### src/design/lsh_ram.sv
// ----------------------------------------------------------------------------
// lsh_ram
// Generic single-write, single-read RAM with a registered read port.
// ----------------------------------------------------------------------------
module lsh_ram #(
    parameter int WIDTH = 64,
    parameter int DEPTH = 16,
    parameter int AW    = (DEPTH > 1) ? $clog2(DEPTH) : 1
) (
    input  logic             i_clk,
    input  logic             i_we,
    input  logic [AW-1:0]    i_waddr,
    input  logic [WIDTH-1:0] i_wdata,
    input  logic [AW-1:0]    i_raddr,
    output logic [WIDTH-1:0] o_rdata
);

    logic [WIDTH-1:0] r_mem [DEPTH];
    logic [WIDTH-1:0] r_rdata;

    always_ff @(posedge i_clk) begin
        if (i_we) begin
            r_mem[i_waddr] <= i_wdata;
        end
        r_rdata <= r_mem[i_raddr];
    end

    assign o_rdata = r_rdata;

endmodule

### config.mk
export PLATFORM = sky130hd
export DESIGN_NAME = lsh_ram
export DESIGN_NICKNAME = d
export VERILOG_FILES = /design/src/design/lsh_ram.sv
export SDC_FILE = /design/constraint.sdc
export NUM_CORES = 1
export LEC_CHECK = 0
export BUFFER_PORTS_ARGS = -buffer_cell sky130_fd_sc_hd__buf_4
export CORE_ASPECT_RATIO = 0.8
export CORE_MARGIN = 8
export CORE_UTILIZATION = 51
export DETAILED_ROUTE_END_ITERATION = 16
export HOLD_SLACK_MARGIN = 0.15
export PLACE_DENSITY = 0.77
export SLEW_MARGIN = 20
export SYNTH_ARGS = -nofsm -noshare
export SYNTH_HDL_FRONTEND = slang
export SYNTH_SLANG_ARGS = --single-unit
### constraint.sdc
create_clock -name i_clk -period 5.9 [get_ports i_clk]
set_input_delay 0.295 -clock i_clk [delete_from_list [all_inputs] [get_ports i_clk]]
set_output_delay 0.295 -clock i_clk [all_outputs]
set_load 0.05 [all_outputs]
After elaboration in Yosys (flattened, before gate mapping)
Memory sizes are Yosys's and may differ from the RTL's. A register that Yosys moved wholly into a read port is not among the register bits. Index checks and enable logic that the tools add are counted.

Add/subtract/negate cells: 0. Multipliers: 0. Div/mod/pow operators: 0. $lt $le $gt $ge: 0. Eq/ne operators: 0. Shift-type cells: 0. Multiplexer cells: 2. Bitwise gates (word level): 0. Reduce and logical (&&, ||, !) cells: 0.

Operators with widths (number): 1-bit 2-to-1 mux (2).

Bits in registers: 0. Bits in latches: 0. RAM bits: 1024. ROM bits: 0. Input bits: 74. Output and inout bits: 64. Word-level logic and storage cells: 3. Memories: 1.

Memories: r_mem (words 16, bits a word 64, rd ports 1, clocked after memory_dff 1, wr ports 1, line 18) `logic [WIDTH-1:0] r_mem [DEPTH];`.

Longest topological paths before layout
Depth in word-level cells: 2. Gate-level depth with buffers: 6. Gate-level depth less buffers: 3.

Worst setup path before layout
Ideal clock, no wire load.

Kind: input to register. Start: input i_waddr[2]. End: memory r_mem[0][0] (enable). Setup time: 565 ps. Data arrival time: 5158 ps. Path slack: 176 ps. Cell stages on the path: 2. Cell sequence: or3b_2 -> nor3_1.

RTL lines: from (decl) (line 12) `input logic [AW-1:0] i_waddr,`; to (decl) (line 18).

Straight into the memory's write port.

Worst setup path after layout
Start: input i_waddr[2]. End: memory r_mem[8][46] (enable).

Straight into the memory's write port.

==> results.cfg <==
[synthesis]
synth_edf_count = 1024
ys_dominant_reg_cell = edfxtp_1
syn_inst = 1647
synthArstFlopShare = 0
synth_area_leaders = edfxtp_1 78%, mux4_2 15%, dfxtp_1 3.2%, a22oi_1 2.4%, nand2_1 0.62%
avgSynthCellArea_um2 = 24.0
syn_area_mm2 = 0.0396
yosysSeqAreaShare = 0.809
ys.warnings.count = 0
synth_seq_cells = 1088
ys_top_cells_by_count = 1,024 x edfxtp_1, 256 x mux4_2, 128 x a22oi_1, 65 x nand2_1, 64 x dfxtp_1
synth_top_area_frac = 0.777
syn-num-nets = 1721
yosysMostFrequentCell = edfxtp_1
synth_cell_types = 18
synth_top_area_cell = edfxtp_1

[sta]
fin_crit_ns = 2.12
worst_pin_slew_ns = 1.07
clock-skew-final_ns = 0.0157
finalWorstSetupSlack_ns = 3.78
fmax_mhz = 472
tns_ns = 0
hold_viol = 0
period_share = 0.359
rsz0062_at_grt = no
relSlewSlack = 0.288
maxSlewViolCount = 0
finalSetupViolCount = 0

[critical_path]
crit_arrival_ns = 2.39
cp-start-kind = primary input
crit_required_ns = 6.17
endpoint_kind = register
worst-r2r-cell-count = 3
crit_type = in -> reg
path_max_fanout = 36

[power_and_ir_drop]
p_switching_w = 0.00339
p_seq_frac = 0.551
ir_drop_mv = 0.290
power_frac_comb = 0.062
p_sw_frac = 0.215
p_per_area_mw_per_mm2 = 346
power_frac_clock = 0.386
p_leak_nw = 14.7
power.internal_w = 0.0124

[cells_and_area]
syn_to_final_growth_pct = 15.4
nFillCells = 5224
regArea_mm2 = 0.0320
finalNetCount = 1977
multi_input_area_mm2 = 0.00723
drive_gt1_frac = 0.301

[floorplanning]
io_pins = 138
initial_core_util = 0.514
die_area_mm2 = 0.0868
die_h_um = 265
core_mm2 = 0.0770
fp-row-count = 91
die_w_um = 327

[drt]
vias_per_cell = 6.10
drc_errors = 0
drt-initial-drc-count = 2223
num_vias = 18400
detail_route.wl_per_cell_um = 28.8
drt-total-wl_um = 86800
ant_nets = 0
firstDrtPassIters = 6

[grt]
grt_max_degree = 128
grt_antenna_before_repair = 4
grt_pass1_vias = 19300
globalRouteOverflowTotal = 0
grt_usage = 0.197
grt_pass1_wl_um = 127000

[clocking]
cts_setup_buffers = 0
cts_buffer_depth = 3
cts_root_buf = clkbuf_16
clk_pin_slew_ns = 0.07
numCtsBuffers = 97
clk_latency_ns = 0.65
cts_tree = built
htreeDepth = 3
cts.sinks = 1088

[placed_design]
dp_hpwl_um = 42500
dp_slack_ns = 3.12
gp_congestion = 0.709
numPortBuffers = 137

[min_path]
whs_path_depth = 4
min_path_type = in -> reg

[status]
outcome = completed

[run]
maxCapViolCount = 0
## power groups by stage
stage	clock [W]	combinational, W	sequential (W)
after floorplan	0	0.000411	0.00903
after global placement	0	0.000926	0.00886
after detailed placement	0	0.000949	0.00887
after CTS	0.00619	0.000997	0.00871
after global routing	0.00648	0.00104	0.00872
final	0.00610	0.000985	0.00871
## final cells by class
cell class              count  area share
repair buffers            241      0.0444
clock buffers             131      0.0580
flip-flops and latches   1088       0.701
diodes                      1   0.0000548
multi-input cells         475       0.158
well taps                1023      0.0280
clock inverters            49     0.00962
## per-layer routing
layer | global-route usage | part of all wire | vias up
met5 | 0 | 0.00046 | -
met4 | 0.0430 | 0.019 | 6
met3 | 0.0510 | 0.086 | 131
met2 | 0.320 | 0.49 | 893
met1 | 0.271 | 0.40 | 9764
li1 | - | - | 7560
## critical path, stage by stage
cell and delay, ns:
buf_4 0.12, nand3b_1 0.39, nor3_2 0.21, buf_4 0.52
buf_4 0.74
## cell families after synthesis
| group | share of synthesized area |
|---|---|
| buf+inv | 0.0114 |
| simple gates | 0.00942 |
| flops | 0.809 |
| mux | 0.146 |
| compound gates | 0.0243 |
## what timing repair did
action / 4_1_cts / 5_1_grt
gates resized for setup: 0 / 0
setup endpoints to repair: 0 / 0
hold buffers: 64 / 0
endpoints found under the hold margin: 1024 / 0
## stage by stage
stage | instance area [um^2] | hold slack, ns | util | cells | total power [W]
after detailed placement | 41900 | 0.595 | 0.544 | 2762 | 0.00982
after global placement | 41900 | 0.577 | 0.544 | 2762 | 0.00979
after global routing | 45700 | 0.230 | 0.593 | 3007 | 0.0162
after floorplan | 39600 | 0.394 | - | 1647 | 0.00944
after CTS | 45600 | 0.191 | 0.593 | 3006 | 0.0159
final | 45700 | 0.227 | 0.593 | 3008 | 0.0158
## sequential cells by signal, indices dropped and copies added (netlist names)
signal	flops
r_mem	1024
o_rdata	64
## placed cells by master (no fill, tap or decap), types with 4 or more instances in the layout
cell type      instances
clkbuf_16             99
nand2_1               65
buf_4                172
clkinv_4               5
edfxtp_1            1024
clkinv_1              10
bufinv_16              5
dlygate4sd3_1         64
clkinvlp_4             4
clkinv_8               4
a22oi_1              128
clkinv_2              19
dfxtp_1               64
nor3_2                 4
clkbuf_8               5
clkbuf_1              27
nor2_4                13
mux4_2               256
## path summary, 6_finish.rpt
check / start / end / slack (ns)
hold / removal: i_raddr[2] / o_rdata[36] / 0.23
setup reg to reg: r_mem[11][5] / o_rdata[5] / 4.46
setup / recovery: i_waddr[2] / r_mem[8][46] / 3.78
hold reg to reg: r_mem[14][11] / o_rdata[11] / 0.67
(Power assumes the default switching activity.)
